<file path="config.mk">
export PLATFORM = sky130hd
export DESIGN_NAME = nscd_eval
export DESIGN_NICKNAME = d
export VERILOG_FILES = /design/src/hw/rtl/nscd_pkg.sv /design/src/hw/rtl/nscd_eval.sv
export SDC_FILE = /design/constraint.sdc
export NUM_CORES = 1
export LEC_CHECK = 0
export BUFFER_PORTS_ARGS = -buffer_cell sky130_fd_sc_hd__buf_2
export CORE_MARGIN = 8
export CORE_UTILIZATION = 65
export DETAILED_ROUTE_END_ITERATION = 6
export GPL_TIMING_DRIVEN = 0
export PLACE_DENSITY = 0.95
export SLEW_MARGIN = 20
export SYNTH_ARGS = -nofsm -noshare
export SYNTH_HDL_FRONTEND = slang
export SYNTH_SLANG_ARGS = --single-unit
</file>
<file path="constraint.sdc">
create_clock -name clk -period 14.54 [get_ports clk]
set_input_delay 1.454 -clock clk [delete_from_list [all_inputs] [get_ports clk]]
set_output_delay 1.454 -clock clk [all_outputs]
set_load 0.05 [all_outputs]
</file>
<file path="src/hw/rtl/nscd_pkg.sv">
// ---------------------------------------------------------------------------
// nscd_pkg
// shared types and constants of the neighbour set change detector
// ---------------------------------------------------------------------------
`timescale 1ns / 1ps
`default_nettype none

package nscd_pkg;

  localparam int THR_W      = 17;
  localparam logic [THR_W-1:0] THR_RESET = 17'd16384;
  localparam int Q16_SHIFT  = 16;
  localparam int OUT_CNT_W  = 6;
  localparam int OUT_DATA_W = 16;
  localparam int IN_USER_W  = 2;
  localparam int OUT_USER_W = 2;

  // per-item control broadcast along the cell row
  typedef struct packed {
    logic probe;   // compare incoming address against stored entry
    logic shift;   // move pending addresses one cell down the row
    logic adopt;   // copy pending address into stored entry
  } cell_ctrl_t;

endpackage

`default_nettype wire

</file>
<file path="src/hw/rtl/nscd_eval.sv">
// ---------------------------------------------------------------------------
// nscd_eval
// significance test by cross multiplication and result register
// ---------------------------------------------------------------------------
`timescale 1ns / 1ps
`default_nettype none

module nscd_eval #(
  parameter int CNT_W = 6
) (
  input  wire logic                               clk,
  input  wire logic                               rst,
  input  wire logic                               req_valid,
  input  wire logic [CNT_W-1:0]                   req_size,
  input  wire logic [CNT_W-1:0]                   req_common,
  input  wire logic                               req_ovf,
  input  wire logic [nscd_pkg::THR_W-1:0]         threshold,
  output logic                                    m_tvalid,
  input  wire logic                               m_tready,
  output logic      [nscd_pkg::OUT_DATA_W-1:0]    m_tdata,
  output logic      [nscd_pkg::OUT_USER_W-1:0]    m_tuser
);

  localparam int PROD_W = nscd_pkg::THR_W + CNT_W;

  logic [CNT_W-1:0]  fresh;
  logic [PROD_W-1:0] lhs;
  logic [PROD_W-1:0] rhs;
  logic              sig;

  // new-node count, floored at zero
  assign fresh = (req_size > req_common) ? (req_size - req_common) : '0;
  assign lhs   = PROD_W'(fresh) << nscd_pkg::Q16_SHIFT;
  assign rhs   = PROD_W'(threshold) * PROD_W'(req_size);
  assign sig   = (fresh != '0) && (lhs >= rhs);

  always_ff @(posedge clk) begin
    if (rst) begin
      m_tvalid <= 1'b0;
    end else if (req_valid) begin
      m_tvalid <= 1'b1;
    end else if (m_tready) begin
      m_tvalid <= 1'b0;
    end
  end

  always_ff @(posedge clk) begin
    if (req_valid) begin
      m_tdata <= {(nscd_pkg::OUT_DATA_W - 2 * nscd_pkg::OUT_CNT_W)'(0),
                  nscd_pkg::OUT_CNT_W'(req_common),
                  nscd_pkg::OUT_CNT_W'(req_size)};
      m_tuser <= {req_ovf, sig};
    end
  end

endmodule

`default_nettype wire

</file>
==> flow_metrics.py <==
metrics = {
    "setup_path": {
        "worstPathRequired_ps": 14630,
        "crit_top_cell": "fa_1",
        "endpoint_kind": "flop",
        "worstSetupPathType": "in -> reg",
        "worstPathArrival_ps": 7670,
        "r2r_setup_slack_ps": 13950,
        "max_stage_delay_ps": 560,
        "slowest_stage": "fa_1",
        "worstPathCellList": "buf_2 > clkbuf_1 > and2_1 > fa_1 > fa_1 > inv_1 > fa_1 > inv_1 > ha_1 > o21ai_0 > nand2b_1 > o211a_1 > o211a_1 > o31a_1 > nor2_1 > xor2_1 > ha_1 > nand4_4 > a2111o_1 > nor4_2 > o2111ai_1 > nor4_2 > o211ai_1 > a211oi_2",
        "critPathLaunchType": "input pin",
        "cp_max_fo": 10,
    },
    "clocking": {
        "cts_buffers": 3,
        "path_clk_slew_ps": 70,
        "clock-sinks": 15,
        "ctsResizeCount": 0,
        "clock_latency_ps": 260,
        "clockRootBuffer": "clkbuf_8",
        "cts_max_level": 1,
        "cts_hold_buf": 0,
        "postCtsSetupBuffers": 0,
        "cts_tree": "yes",
        "clockBufferDepth": 2,
    },
    "floorplanning": {
        "design.core.area_mm2": 0.00628,
        "rows": 29,
        "io_pins": 53,
        "die_area_mm2": 0.00927,
        "start_util": 0.668,
        "die_x_um": 96.3,
        "fp.dieH_um": 96.3,
    },
    "drt": {
        "vias": 3683,
        "postRouteAntennaNets": 0,
        "drt_iter0_drc": 430,
        "drc": 0,
        "dr.pass1.iters": 6,
        "finalWirelength_um": 11400,
        "viasPerCell": 6.19,
        "wl_per_cell_um": 19.2,
    },
    "timing": {
        "report.final.slew_viol_count": 0,
        "fin_crit_sh": 0.521,
        "finalSetupViolations": 0,
        "rsz0062_at_grt": "false",
        "min_period_ps": 7580,
        "finalHoldViolCount": 0,
        "fin_skew_ps": 0,
        "fin_setup_tns_ps": 0,
        "slew_headroom": 0.597,
        "max_freq_mhz": 132,
        "tightest_slew_ps": 605,
    },
    "min_path": {
        "min_path_type": "reg -> reg",
    },
    "finish": {
        "syn_to_final_growth_pct": 9.40,
        "final_nets": 658,
        "nFillCells": 419,
        "drive_above_1_share": 0.129,
        "diodes": 0,
        "final_common_cell": "and2_1",
        "final_cell_mix": "and2_1 (89), fa_1 (62), inv_1 (61)",
    },
    "yosys": {
        "synthAdderAreaFrac": 0.424,
        "synthMuxAreaShare": 0.00716,
        "synth-seq-area-share": 0.105,
        "ys_warn_count": 0,
        "yosysUniqueCellTypes": 57,
        "synth_seq_cells": 15,
        "yosys.area_share.xor_xnor": 0.0167,
        "synth_compound_area_frac": 0.130,
        "netlist_instances": 463,
        "async_flop_share": 0,
        "synth_top_family_by_area": "adder cells",
        "netlist_area_mm2": 0.00419,
        "avgSynthCellArea_um2": 9.05,
        "synth_edf_count": 14,
        "yosys.area_share.simple": 0.244,
        "dominantRegCellSynth": "edfxtp_1",
    },
    "placement": {
        "hpwl_um": 8830,
        "io_buffers": 48,
        "gp_routability_congestion": 0.907,
    },
    "global_routing": {
        "antenna_found_initial": 0,
        "grt_pass1_wl_um": 19300,
        "grtUsageTotal": 0.268,
        "grt_max_degree": 16,
        "grt_pass1_vias": 3933,
        "overflow": 0,
    },
    "pwr": {
        "power_leakage_uw": 0.00227,
        "total_power_uw": 546,
        "p_per_area_mw_per_mm2": 119,
        "ir_drop_uv": 62.0,
    },
    "status": {
        "status": "completed",
    },
    "flow_run": {
        "drv_cap": 0,
    },
}
==> metrics by stage <==
step	util	std cells	cell area, µm²	hold WS (ps)	setup slack (ps)
floorplan	-	466	4200	729	7840
global placement	0.723	591	4540	467	6980
detailed placement	0.723	591	4540	500	6810
CTS	0.731	595	4590	521	7070
global route	0.731	595	4590	568	6590
finish	0.731	595	4590	513	6960
==> power by group <==
part	internal, µW	total (µW)	switching [µW]	leakage (µW)
clock	19.1	36.1	17.0	0.0000255
sequential	51.6	52.6	1.03	0.000145
combinational	188	457	269	0.00210
total	259	546	287	0.00227
==> flip-flops by register name (all words and copies together), names as in the netlist <==
| name | count |
|---|---|
| m_tdata | 12 |
| m_tvalid | 1 |
| m_tuser | 2 |
==> layout make-up <==
class | instances | area, µm² | area share
Multi-Input combinational cell | 377 | 3460 | 0.755
Tap cell | 77 | 96.3 | 0.0210
Timing Repair Buffer | 48 | 240 | 0.0524
Clock inverter | 1 | 5.00 | 0.00109
Inverter | 61 | 229 | 0.0499
Buffer | 13 | 71.3 | 0.0156
Sequential cell | 15 | 440 | 0.0960
Clock buffer | 3 | 41.3 | 0.00900
==> per-layer routing <==
layer | share of wire | vias up | wire length [µm] | global-route usage
met5 | 0 | - | 0 | 0
met4 | 0.021 | 0 | 235 | 0.0845
met3 | 0.094 | 32 | 1070 | 0.0562
met2 | 0.51 | 243 | 5800 | 0.460
met1 | 0.38 | 1765 | 4320 | 0.330
li1 | - | 1643 | - | -
==> path summary, 6_finish.rpt <==
kind / from / end / depth (start not counted)
worst min-delay path: m_tvalid$_SDFFE_PP0P_ / m_tvalid$_SDFFE_PP0P_ / 2
worst max-delay path: req_size[0] / m_tuser[0]$_DFFE_PP_ / 24
worst max register to register: m_tvalid$_SDFFE_PP0P_ / m_tvalid$_SDFFE_PP0P_ / 2
worst min register to register: m_tvalid$_SDFFE_PP0P_ / m_tvalid$_SDFFE_PP0P_ / 2
==> synth_stat cells (4+ instances only) <==
cell / count / share of area
a211o_1: 4 / 0.0084
a211oi_1: 6 / 0.011
a21o_1: 5 / 0.0090
a21oi_1: 18 / 0.021
and2_1: 89 / 0.13
buf_4: 4 / 0.0072
clkbuf_1: 8 / 0.0072
edfxtp_1: 14 / 0.10
fa_1: 62 / 0.30
ha_1: 43 / 0.13
inv_1: 61 / 0.055
nand2_1: 31 / 0.028
nand3_1: 4 / 0.0048
nor2_1: 20 / 0.018
nor2b_1: 5 / 0.0075
nor3_1: 11 / 0.013
o21a_1: 7 / 0.013
o21ai_0: 9 / 0.011
xnor2_1: 4 / 0.0084
xor2_1: 4 / 0.0084
==> kinds of logic after synthesis <==
logic type      count (synthesis)
simple gates                  179
fa+ha+maj                     105
compound gates                 78
buf+inv                        74
flops                          15
xor+xnor                        8
mux                             3
other cells                     1
==> critical path: cells and delay by family <==
| family | cells | cell delay, ps |
|---|---|---|
| buf+inv | 4 | 850 |
| xor+xnor | 1 | 90 |
| compound gates | 8 | 2040 |
| simple gates | 6 | 1060 |
| fa+ha+maj | 5 | 2170 |
(Power assumes the default switching activity.)
