--- src/hw/rtl/nscd_pkg.sv ---
// ---------------------------------------------------------------------------
// nscd_pkg
// shared types and constants of the neighbour set change detector
// ---------------------------------------------------------------------------
`timescale 1ns / 1ps
`default_nettype none

package nscd_pkg;

  localparam int THR_W      = 17;
  localparam logic [THR_W-1:0] THR_RESET = 17'd16384;
  localparam int Q16_SHIFT  = 16;
  localparam int OUT_CNT_W  = 6;
  localparam int OUT_DATA_W = 16;
  localparam int IN_USER_W  = 2;
  localparam int OUT_USER_W = 2;

  // per-item control broadcast along the cell row
  typedef struct packed {
    logic probe;   // compare incoming address against stored entry
    logic shift;   // move pending addresses one cell down the row
    logic adopt;   // copy pending address into stored entry
  } cell_ctrl_t;

endpackage

`default_nettype wire

--- src/hw/rtl/nscd_cell.sv ---
// ---------------------------------------------------------------------------
// nscd_cell
// one slot of the neighbour row: a stored and a pending address
// ---------------------------------------------------------------------------
`timescale 1ns / 1ps
`default_nettype none

module nscd_cell #(
  parameter int ADDR_BITS = 48,
  parameter int CNT_W     = 6,
  parameter int INDEX     = 0
) (
  input  wire logic                 clk,
  input  wire logic                 rst,
  input  wire nscd_pkg::cell_ctrl_t ctrl,
  input  wire logic [ADDR_BITS-1:0] probe_addr,
  input  wire logic [ADDR_BITS-1:0] pend_in,
  input  wire logic [CNT_W-1:0]     stored_count,
  output logic      [ADDR_BITS-1:0] pend_addr,
  output logic                      hit
);

  logic [ADDR_BITS-1:0] stored_addr;
  logic [ADDR_BITS-1:0] pend_addr_next;
  logic                 stored_live;

  // slot holds a member of the set when it lies below the stored count
  assign stored_live    = stored_count > CNT_W'(INDEX);
  assign pend_addr_next = ctrl.shift ? pend_in : pend_addr;

  always_ff @(posedge clk) begin
    if (rst) begin
      hit <= 1'b0;
    end else begin
      hit <= ctrl.probe && stored_live && (stored_addr == probe_addr);
    end
  end

  always_ff @(posedge clk) begin
    pend_addr <= pend_addr_next;
    if (ctrl.adopt) begin
      stored_addr <= pend_addr_next;
    end
  end

endmodule

`default_nettype wire

--- config.mk ---
export PLATFORM = sky130hd
export DESIGN_NAME = nscd_cell
export DESIGN_NICKNAME = d
export VERILOG_FILES = /design/src/hw/rtl/nscd_pkg.sv /design/src/hw/rtl/nscd_cell.sv
export SDC_FILE = /design/constraint.sdc
export NUM_CORES = 1
export LEC_CHECK = 0
export ABC_AREA = 1
export BUFFER_PORTS_ARGS = -buffer_cell sky130_fd_sc_hd__buf_4
export CORE_ASPECT_RATIO = 0.7
export CORE_MARGIN = 2
export CORE_UTILIZATION = 48
export DETAILED_ROUTE_END_ITERATION = 7
export GPL_TIMING_DRIVEN = 0
export HOLD_SLACK_MARGIN = 0.05
export PLACE_DENSITY = 0.82
export SYNTH_ARGS = -nofsm -noshare
export SYNTH_HDL_FRONTEND = slang
export SYNTH_SLANG_ARGS = --single-unit
--- constraint.sdc ---
create_clock -name clk -period 1.2 [get_ports clk]
set_input_delay 0.3 -clock clk [delete_from_list [all_inputs] [get_ports clk]]
set_output_delay 0.3 -clock clk [all_outputs]
set_load 0.05 [all_outputs]
==> reports/results.tsv, run 1 <==
stage	metric	value	unit
placement	Setup WS pre-CTS	-0.0966	ns
sta	slew of the pin with the lowest slew margin	0.642	ns
floorplan	full die area	8990	um^2
sta	min Tclk post-route	1.17	ns
finish	fin area	5610	um^2
worst_setup_path	Levels on crit path	1	
placement	Post-DP Area	5230	um^2
yosys	Unique masters post-synth	13	
global_routing	initial antenna violation count	0	
cts	clk buf depth	2	
yosys	Synth Register Bits	97	
drt	Final ANT Viol Nets	0	
placement	IO buf count	154	
sta	FMAX	0.854	GHz
worst_setup_path	Crit. Startpoint	pend_addr[21]$_DFF_P_	
drt	via count	2893	
yosys	Gate Count Post-Synth	356	
power_and_ir_drop	P_leak	0.00268	uW
sta	Final Setup Violations	0	
worst_setup_path	Worst Setup Path Type	reg -> out	
finish	share of layout cells above drive strength 1	43.0	%
cts	Worst-Skew Late Latency	0.32	ns
worst_setup_path	reg2reg path depth	7	
global_routing	Total Routing Usage GR	20.1	%
power_and_ir_drop	Tot Pwr	8580	uW
floorplan	area of the core	7940	um^2
drt	drt drc	0	
worst_setup_path	CP max FO	2	
yosys	cell area after synthesis	3950	um^2
drt	DR iter-0 viols	178	
drt	total wire length	9020	um
drt	number of vias per cell	4.61	
sta	relative slew slack	57.2	%
min_path	hold-critical path depth	2	
drt	DRT Pass-1 Iters	4	
sta	Worst Hold Margin	0.208	ns
yosys	Syn. warnings	0	
worst_setup_path	reg-to-reg endpoint	hit$_SDFF_PP0_	
power_and_ir_drop	Max rail drop VDD	0.999	mV
floorplan	Rows	27	
finish	Nets	628	
worst_setup_path	Critical Path Start Type	flop	
worst_setup_path	CP Data Required Time	0.90	ns
cts	Reg clk slew, reported paths	0.06	ns
finish	P&R area growth vs syn	41.9	%
run	# Max-Cap Violations	0	
min_path	class of the worst hold path	in -> reg	
sta	unrepaired setup endpoints after global routing	true	
global_routing	GRT overflow	0	
run_status	status	completed	
floorplan	Die Y	79.9	um
worst_setup_path	CP max stage cell	dfxtp_1	
yosys	Syn Nets	463	
finish	fin util	70.6	%
cts	clock root cell	clkbuf_16	
sta	Clock Skew	0.00581	ns
worst_setup_path	reg2reg start	stored_addr[8]$_DFFE_PP_	
yosys	mean area per synthesized cell	11.1	um^2
finish	diode count	0	
min_path	Hold Path Origin	pend_in[29]	
floorplan	# IOs	156	
worst_setup_path	crit end category	output port	
yosys	register area share after synthesis	61.3	%
sta	max-slew violation count	0	
sta	period utilization	97.6	%
cts	# H-tree levels	3	
cts	CTS Sinks	97	
sta	final worst slack	0.0293	ns
placement	gpl congestion	0.799	
floorplan	initial core utilization	49.8	%
worst_setup_path	Crit path max-delay family	flip-flops	
worst_setup_path	Worst Path Arrival	0.87	ns
power_and_ir_drop	Pwr Density	1530	nW/um^2
cts	CTS tree	yes	
drt	WL per Instance	14.4	um
global_routing	first-pass GRT wire length	13800	um
sta	Hold Fails Final Rpt	0	
global_routing	number of global-route vias before repair	2843	
worst_setup_path	r2r setup slk	0.04	ns
worst_setup_path	slowest stage delay, CP	0.34	ns
floorplan	Die Width	112	um
placement	DP HPWL	6840	um
cts	TritonCTS Buffers	9	
worst_setup_path	critical-path cell list	buf_4	
global_routing	largest net degree at the start of global routing	49	
min_path	Hold Crit Endpoint	pend_addr[29]$_DFF_P_	
worst_setup_path	worst path buffer plus inverter count	1	
-- sequential cells by signal, indices dropped and copies added (netlist names) --
signal and flops:
pend_addr 48, stored_addr 48, hit 1
-- kinds of logic (layout without fill, tap and decap cells) --
family | Yosys count | count (layout) | synth area share [%]
buffers and inverters | 63 | 233 | 6.62
XOR/XNOR | 13 | 13 | 2.88
AO/OA/AOI/OAI | 19 | 19 | 2.41
flip-flops | 97 | 97 | 61.3
AND/OR/NAND/NOR | 116 | 116 | 11.2
multiplexers | 48 | 48 | 15.6
-- stage by stage --
step	setup TNS [ns]	std cells
2_1_floorplan	0	356
3_3_place_gp	-1.53	611
3_5_place_dp	-2.18	611
4_1_cts	0	627
5_1_grt	-0.0975	627
6_report	0	627
-- where the power goes --
group	switching (uW)	internal (uW)	leakage [uW]
registers	157	3820	0.000884
logic	1040	782	0.00167
clock network	1170	1610	0.000129
total	2360	6220	0.00268
-- timing repair --
action	in CTS	in global routing
setup buffers	0	0
cloned	0	0
hold buffers	0	0
gates resized for setup	4	22
setup endpoints to repair	3	21
-- layout make-up --
| type | count | area (um^2) |
|---|---|---|
| Timing Repair Buffer | 154 | 1230 |
| Clock buffer | 11 | 233 |
| Inverter | 58 | 218 |
| Buffer | 5 | 43.8 |
| Sequential cell | 97 | 2430 |
| Clock inverter | 5 | 56.3 |
| Tap cell | 101 | 126 |
| Fill cell | 577 | 2330 |
| Multi-Input combinational cell | 196 | 1270 |
-- per-layer routing --
metal,vias up,wire [um],GRT usage [%]
met5,-,0,0
met4,0,53,4.02
met3,6,864,6.91
met2,113,4300,34.5
met1,1306,3800,24.9
li1,1468,-,-
-- cells in the final DEF (no fill, tap or decap) --
master	n
buf_2	2
buf_4	134
buf_6	23
bufinv_16	1
clkbuf_1	2
clkbuf_16	9
clkinv_1	1
clkinvlp_4	3
dfxtp_1	45
dfxtp_2	4
edfxtp_1	48
inv_1	58
mux2_2	28
mux2_4	20
nand2_1	82
nand3_1	4
nand4_1	1
nor2_1	27
nor2_2	2
o21ai_0	19
xnor2_1	13
-- synthesized netlist by cell type (all sizes together) --
library cell	number	share of area [%]
nand2	82	7.8
inv	58	5.5
dfxtp	49	25
edfxtp	48	36
mux2	48	16
nor2	29	2.8
o21ai	19	2.4
xnor2	13	2.9
buf	5	1.1
nand3	4	0.51
nand4	1	0.16
-- how the worst max path moves through the flow --
| stage | end | slack, ns |
|---|---|---|
| global route | hit$_SDFF_PP0_ | -0.09 |
| finish | pend_addr[21] | 0.03 |
| floorplan | stored_addr[25]$_DFFE_PP_ | 0.05 |
| CTS | pend_addr[26] | 0.007 |
| detailed placement | stored_addr[28]$_DFFE_PP_ | -0.1 |
| global placement | stored_addr[31]$_DFFE_PP_ | -0.09 |
Power figures use the tool's default switching activity.
==> run 2, diff against run 1 <==
Settings changed: CORE_UTILIZATION 48 to 44, PLACE_DENSITY 0.82 to 0.79.
Clock period 1.2 ns to 0.95 ns, I/O delays scaled along.
==> run 2 against run 1 <==
Effect of this change: the run now ends with negative setup slack left; sequential power is 29% higher; design area is 7.9% higher; critical path depth is 6 higher; power is 34% higher; first-iteration DRC count is 30% lower; non-clock buffer count is 3 higher; largest power group unchanged.
==> reports/results.tsv, run 2 (synthesis gave the netlist of run 1 again) <==
stage	metric	value	unit
cts	hold_buf cts	0	
worst_setup_path	r2r setup slk	-0.19	ns
sta	period utilization	120	%
global_routing	number of global-route vias before repair	3137	
min_path	Hold Path Origin	pend_in[23]	
min_path	Hold Crit Endpoint	pend_addr[23]$_DFF_P_	
global_routing	GRT overflow	0	
global_routing	largest net degree at the start of global routing	49	
finish	fillcell total	627	
placement	Setup WS pre-CTS	-0.299	ns
worst_setup_path	slowest stage delay, CP	0.39	ns
sta	Worst Hold Margin	0.140	ns
drt	WL per Instance	14.3	um
sta	unrepaired setup endpoints after global routing	true	
global_routing	Total Routing Usage GR	19.1	%
cts	TritonCTS Buffers	9	
floorplan	initial core utilization	46.0	%
sta	final worst slack	-0.193	ns
placement	DP HPWL	6890	um
finish	diode count	0	
cts	clk buf depth	2	
floorplan	area of the core	8580	um^2
drt	total wire length	9310	um
cts	Reg clk slew, reported paths	0.07	ns
worst_setup_path	Crit path max-delay family	simple AND/OR/NAND/NOR gates	
placement	IO buf count	154	
run_status	failing checks	negative setup slack	
power_and_ir_drop	Max rail drop VDD	1.19	mV
worst_setup_path	reg2reg start	stored_addr[8]$_DFFE_PP_	
worst_setup_path	Critical Path Start Type	flop	
cts	# H-tree levels	3	
min_path	hold-critical path depth	2	
worst_setup_path	CP max FO	1	
sta	min Tclk post-route	1.14	ns
floorplan	Die Y	83.3	um
worst_setup_path	CP max stage cell	edfxtp_1	
drt	number of vias per cell	4.50	
cts	CTS Sinks	97	
sta	Clock Skew	0.00776	ns
floorplan	Rows	28	
drt	DRT Pass-1 Iters	4	
sta	relative slew slack	57.4	%
floorplan	full die area	9770	um^2
worst_setup_path	Critical Path Most Common Cell	nand2_1	
worst_setup_path	reg-to-reg endpoint	hit$_SDFF_PP0_	
placement	gpl congestion	0.757	
global_routing	initial antenna violation count	0	
worst_setup_path	reg2reg path depth	7	
worst_setup_path	Worst Path Arrival	1.42	ns
min_path	class of the worst hold path	in -> reg	
cts	CTS tree	yes	
finish	largest registers	pend_addr x48, stored_addr x48, hit x1	
finish	share of layout cells above drive strength 1	52.0	%
sta	Hold Fails Final Rpt	0	
worst_setup_path	critical-path cell list	xnor2_1, nand2_1, nor2_2, nand2_1, nor2_2, nand2_1, nor2_1	
sta	FMAX	0.875	GHz
finish	commonest non-fill, non-tap cells in the layout	buf_4, nand2_1, inv_1, dfxtp_2, edfxtp_1	
sta	Final Setup Violations	53	
sta	Final TNS setup	-5.64	ns
floorplan	Die Width	117	um
sta	max-slew violation count	0	
cts	Worst-Skew Late Latency	0.34	ns
floorplan	# IOs	156	
drt	via count	2921	
sta	slew of the pin with the lowest slew margin	0.639	ns
worst_setup_path	crit end category	flop	
drt	drt drc	0	
finish	commonest non-fill, non-tap cell in the layout	buf_4	
finish	P&R area growth vs syn	53.1	%
power_and_ir_drop	Pwr Density	1910	nW/um^2
finish	Nets	631	
global_routing	first-pass GRT wire length	14200	um
run	# Max-Cap Violations	0	
worst_setup_path	CP Data Required Time	1.23	ns
run_status	status	finished, violations left	
cts	clock root cell	clkbuf_16	
worst_setup_path	worst path buffer plus inverter count	0	
drt	Final ANT Viol Nets	0	
power_and_ir_drop	P_leak	0.00283	uW
worst_setup_path	Worst Setup Path Type	reg -> reg	
drt	DR iter-0 viols	124	
run 2: cell count changes in the layout (fill, tap and decap cells not counted), sizes merged:
| cell | delta |
|---|---|
| clkinv | +1 |
| buf | +3 |
| bufinv | +1 |
| clkbuf | -1 |
| inv | +2 |
| clkinvlp | -3 |
run 2: cell type report:
cell class | count | area, um^2 | area share, %
repair buffers | 157 | 1520 | 25.1
plain buffers | 5 | 82.6 | 1.37
multi-input cells | 196 | 1280 | 21.1
clock buffers | 10 | 229 | 3.78
flip-flops and latches | 97 | 2480 | 41.0
inverters | 58 | 218 | 3.60
clock inverters | 6 | 91.3 | 1.51
well taps | 120 | 150 | 2.48
run 2: what timing repair did:
| item | in CTS | in global routing |
|---|---|---|
| endpoints found under the setup margin | 50 | 53 |
| resized for setup | 93 | 21 |
| pin swaps | 2 | 3 |
| setup buffers | 3 | 0 |
run 2: worst max path at each step:
stage | depth (start not counted) | startpoint | to | slack [ns]
finish | 7 | stored_addr[8]$_DFFE_PP_ | hit$_SDFF_PP0_ | -0.19
detailed placement | 7 | stored_addr[8]$_DFFE_PP_ | hit$_SDFF_PP0_ | -0.30
floorplan | 3 | ctrl[1] | stored_addr[25]$_DFFE_PP_ | -0.1
global route | 7 | stored_addr[8]$_DFFE_PP_ | hit$_SDFF_PP0_ | -0.39
global placement | 7 | stored_addr[6]$_DFFE_PP_ | hit$_SDFF_PP0_ | -0.21
CTS | 7 | stored_addr[8]$_DFFE_PP_ | hit$_SDFF_PP0_ | -0.25
run 2: per-stage QoR:
step,utilization [%],cell area (um^2),std cells,power (uW)
2_1_floorplan,-,4030,356,6480
5_1_grt,70.5,6050,649,12000
3_3_place_gp,62.1,5330,630,7330
4_1_cts,69.6,5970,649,11500
3_5_place_dp,62.1,5330,630,7380
6_report,70.5,6050,649,11500
run 2: where the power goes:
group	switching (uW)	internal [uW]
Combinational	1320	1240
Sequential	251	4870
Clock	1530	2330
run 2: per-layer routing:
layer	wire length (um)	global-route usage, %	vias to the layer above
met5	0	0	-
met1	3850	22.8	1322
met4	104	4.92	0
li1	-	-	1475
met2	4480	31.8	116
met3	876	7.52	8
==> run 3, diff against run 2 <==
Settings changed: CORE_UTILIZATION 44 to 48, PLACE_DENSITY 0.79 to 0.82.
Clock period 0.95 ns to 1.3 ns, I/O delays scaled along.
==> run 3 against run 2 <==
Effect of this change: the run now ends clean; largest cell class unchanged; wire length is 3.5% lower; non-clock buffer count is 3 lower; flip-flop and latch count stayed put; critical path type is now reg -> out.
==> reports/results.tsv, run 3 (synthesis gave the netlist of run 1 again) <==
stage	metric	value	unit
sta	Worst Hold Margin	0.232	ns
finish	fillcell total	587	
drt	drt drc	0	
global_routing	initial antenna violation count	0	
floorplan	Rows	27	
finish	area of the multi-input gates	1270	um^2
sta	min Tclk post-route	1.22	ns
placement	DP HPWL	6840	um
worst_setup_path	Crit path max-delay family	flip-flops	
drt	number of vias per cell	4.62	
finish	fin area	5530	um^2
worst_setup_path	reg2reg path depth	7	
cts	# H-tree levels	3	
cts	Reg clk slew, reported paths	0.06	ns
power_and_ir_drop	P_leak	0.00265	uW
cts	TritonCTS Buffers	9	
cts	clk buf depth	2	
sta	period utilization	94.2	%
power_and_ir_drop	Tot Pwr	7860	uW
finish	share of layout cells above drive strength 1	42.2	%
drt	DRT Pass-1 Iters	4	
worst_setup_path	Worst Path Arrival	0.90	ns
drt	DR iter-0 viols	154	
global_routing	Total Routing Usage GR	20.1	%
finish	commonest non-fill, non-tap cells in the layout	buf_4, nand2_1, inv_1, dfxtp_1, edfxtp_1	
drt	Final ANT Viol Nets	0	
power_and_ir_drop	Max rail drop VDD	0.975	mV
power_and_ir_drop	Psw	2170	uW
sta	FMAX	0.817	GHz
placement	Post-DP Area	5230	um^2
global_routing	GRT overflow	0	
worst_setup_path	Crit. Startpoint	pend_addr[39]$_DFF_P_	
finish	largest registers	pend_addr x48, stored_addr x48, hit x1	
floorplan	initial core utilization	49.8	%
drt	WL per Instance	14.3	um
placement	IO buf count	154	
cts	CTS Sinks	97	
worst_setup_path	CP max stage cell	dfxtp_1	
sta	Clock Skew	0.00474	ns
worst_setup_path	Critical Path Start Type	flop	
sta	Final TNS setup	0	ns
run_status	status	completed	
min_path	Hold Path Origin	pend_in[29]	
floorplan	Die Y	79.9	um
worst_setup_path	worst path buffer plus inverter count	1	
floorplan	area of the core	7940	um^2
sta	unrepaired setup endpoints after global routing	false	
sta	slew of the pin with the lowest slew margin	0.636	ns
drt	via count	2895	
finish	P&R area growth vs syn	39.9	%
finish	diode count	0	
power_and_ir_drop	Logic pwr share	20.8	%
worst_setup_path	reg2reg start	stored_addr[8]$_DFFE_PP_	
sta	max-slew violation count	0	
sta	relative slew slack	57.6	%
power_and_ir_drop	Sequential Power Share	46.5	%
cts	CTS tree	yes	
worst_setup_path	critical-path cell list	buf_4	
floorplan	# IOs	156	
sta	Hold Fails Final Rpt	0	
sta	Final Setup Violations	0	
floorplan	Die Width	112	um
power_and_ir_drop	P_int	5700	uW
power_and_ir_drop	clock power share	32.6	%
run	# Max-Cap Violations	0	
power_and_ir_drop	Pwr Density	1420	nW/um^2
finish	commonest non-fill, non-tap cell in the layout	buf_4	
worst_setup_path	CP max FO	2	
cts	Worst-Skew Late Latency	0.32	ns
global_routing	largest net degree at the start of global routing	49	
min_path	hold-critical path depth	2	
worst_setup_path	slowest stage delay, CP	0.36	ns
worst_setup_path	Levels on crit path	1	
global_routing	number of global-route vias before repair	2849	
floorplan	full die area	8990	um^2
power_and_ir_drop	sw frac	27.6	%
placement	gpl congestion	0.799	
finish	FF+latch area	2420	um^2
min_path	class of the worst hold path	in -> reg	
worst_setup_path	Worst Setup Path Type	reg -> out	
worst_setup_path	crit end category	output port	
global_routing	first-pass GRT wire length	13800	um
finish	Nets	628	
worst_setup_path	CP Data Required Time	0.98	ns
drt	total wire length	8980	um
cts	clock root cell	clkbuf_16	
==> run 3: cell count changes in the layout (fill, tap and decap cells not counted), sizes merged <==
| cell | previous run | this run |
|---|---|---|
| clkbuf | 10 | 11 |
| clkinvlp | 0 | 3 |
| bufinv | 2 | 1 |
| inv | 60 | 58 |
| buf | 162 | 159 |
| clkinv | 2 | 1 |
==> run 3: layout make-up <==
type	instances	area share, %
Sequential cell	97	43.8
Multi-Input combinational cell	196	23.0
Timing Repair Buffer	154	20.9
Clock buffer	11	4.21
Inverter	58	3.94
Tap cell	101	2.29
Clock inverter	5	1.02
Buffer	5	0.792
==> run 3: what timing repair did <==
item / CTS / global route
endpoints found under the setup margin: 0 / 1
setup buffers: 0 / 0
gates resized for setup: 0 / 2
hold buffers: 0 / 0
==> run 3: worst register-to-register path: cells and delay by family, from the launching register on <==
kind	cells	cell delay (ns)
xor+xnor	1	0.15
flops	1	0.40
simple gates	6	0.56
==> run 3: through the flow <==
| step | utilization [%] | cells | setup slack (ns) |
|---|---|---|---|
| after CTS | 69.6 | 627 | 0.0520 |
| after global placement | 65.9 | 611 | -0.0159 |
| after floorplan | - | 356 | 0.129 |
| final | 69.6 | 627 | 0.0759 |
| after detailed placement | 65.9 | 611 | -0.0216 |
| after global routing | 69.6 | 627 | 0.00709 |
==> run 3: final timing paths <==
| path | slack (ns) | endpoint |
|---|---|---|
| setup / recovery | 0.08 | pend_addr[39] |
| hold / removal | 0.23 | pend_addr[29]$_DFF_P_ |
| setup reg to reg | 0.14 | hit$_SDFF_PP0_ |
| hold reg to reg | 0.50 | pend_addr[13]$_DFF_P_ |
==> run 3: power groups by stage <==
| stage | Sequential, uW | Clock [uW] | Combinational (uW) |
|---|---|---|---|
| 2_1_floorplan | 4240 | 0 | 457 |
| 3_3_place_gp | 3710 | 0 | 1620 |
| 3_5_place_dp | 3720 | 0 | 1640 |
| 4_1_cts | 3660 | 2610 | 1650 |
| 5_1_grt | 3700 | 2740 | 1740 |
| 6_report | 3660 | 2560 | 1640 |
==> run 3: per-layer routing <==
metal | track usage (%) | wire [um] | part of all wire [%] | vias to the layer above
met5 | 0 | 0 | 0 | -
met4 | 4.02 | 53 | 0.59 | 0
met3 | 6.91 | 806 | 9.0 | 6
met2 | 34.6 | 4270 | 48 | 119
met1 | 25.0 | 3860 | 43 | 1307
li1 | - | - | - | 1463
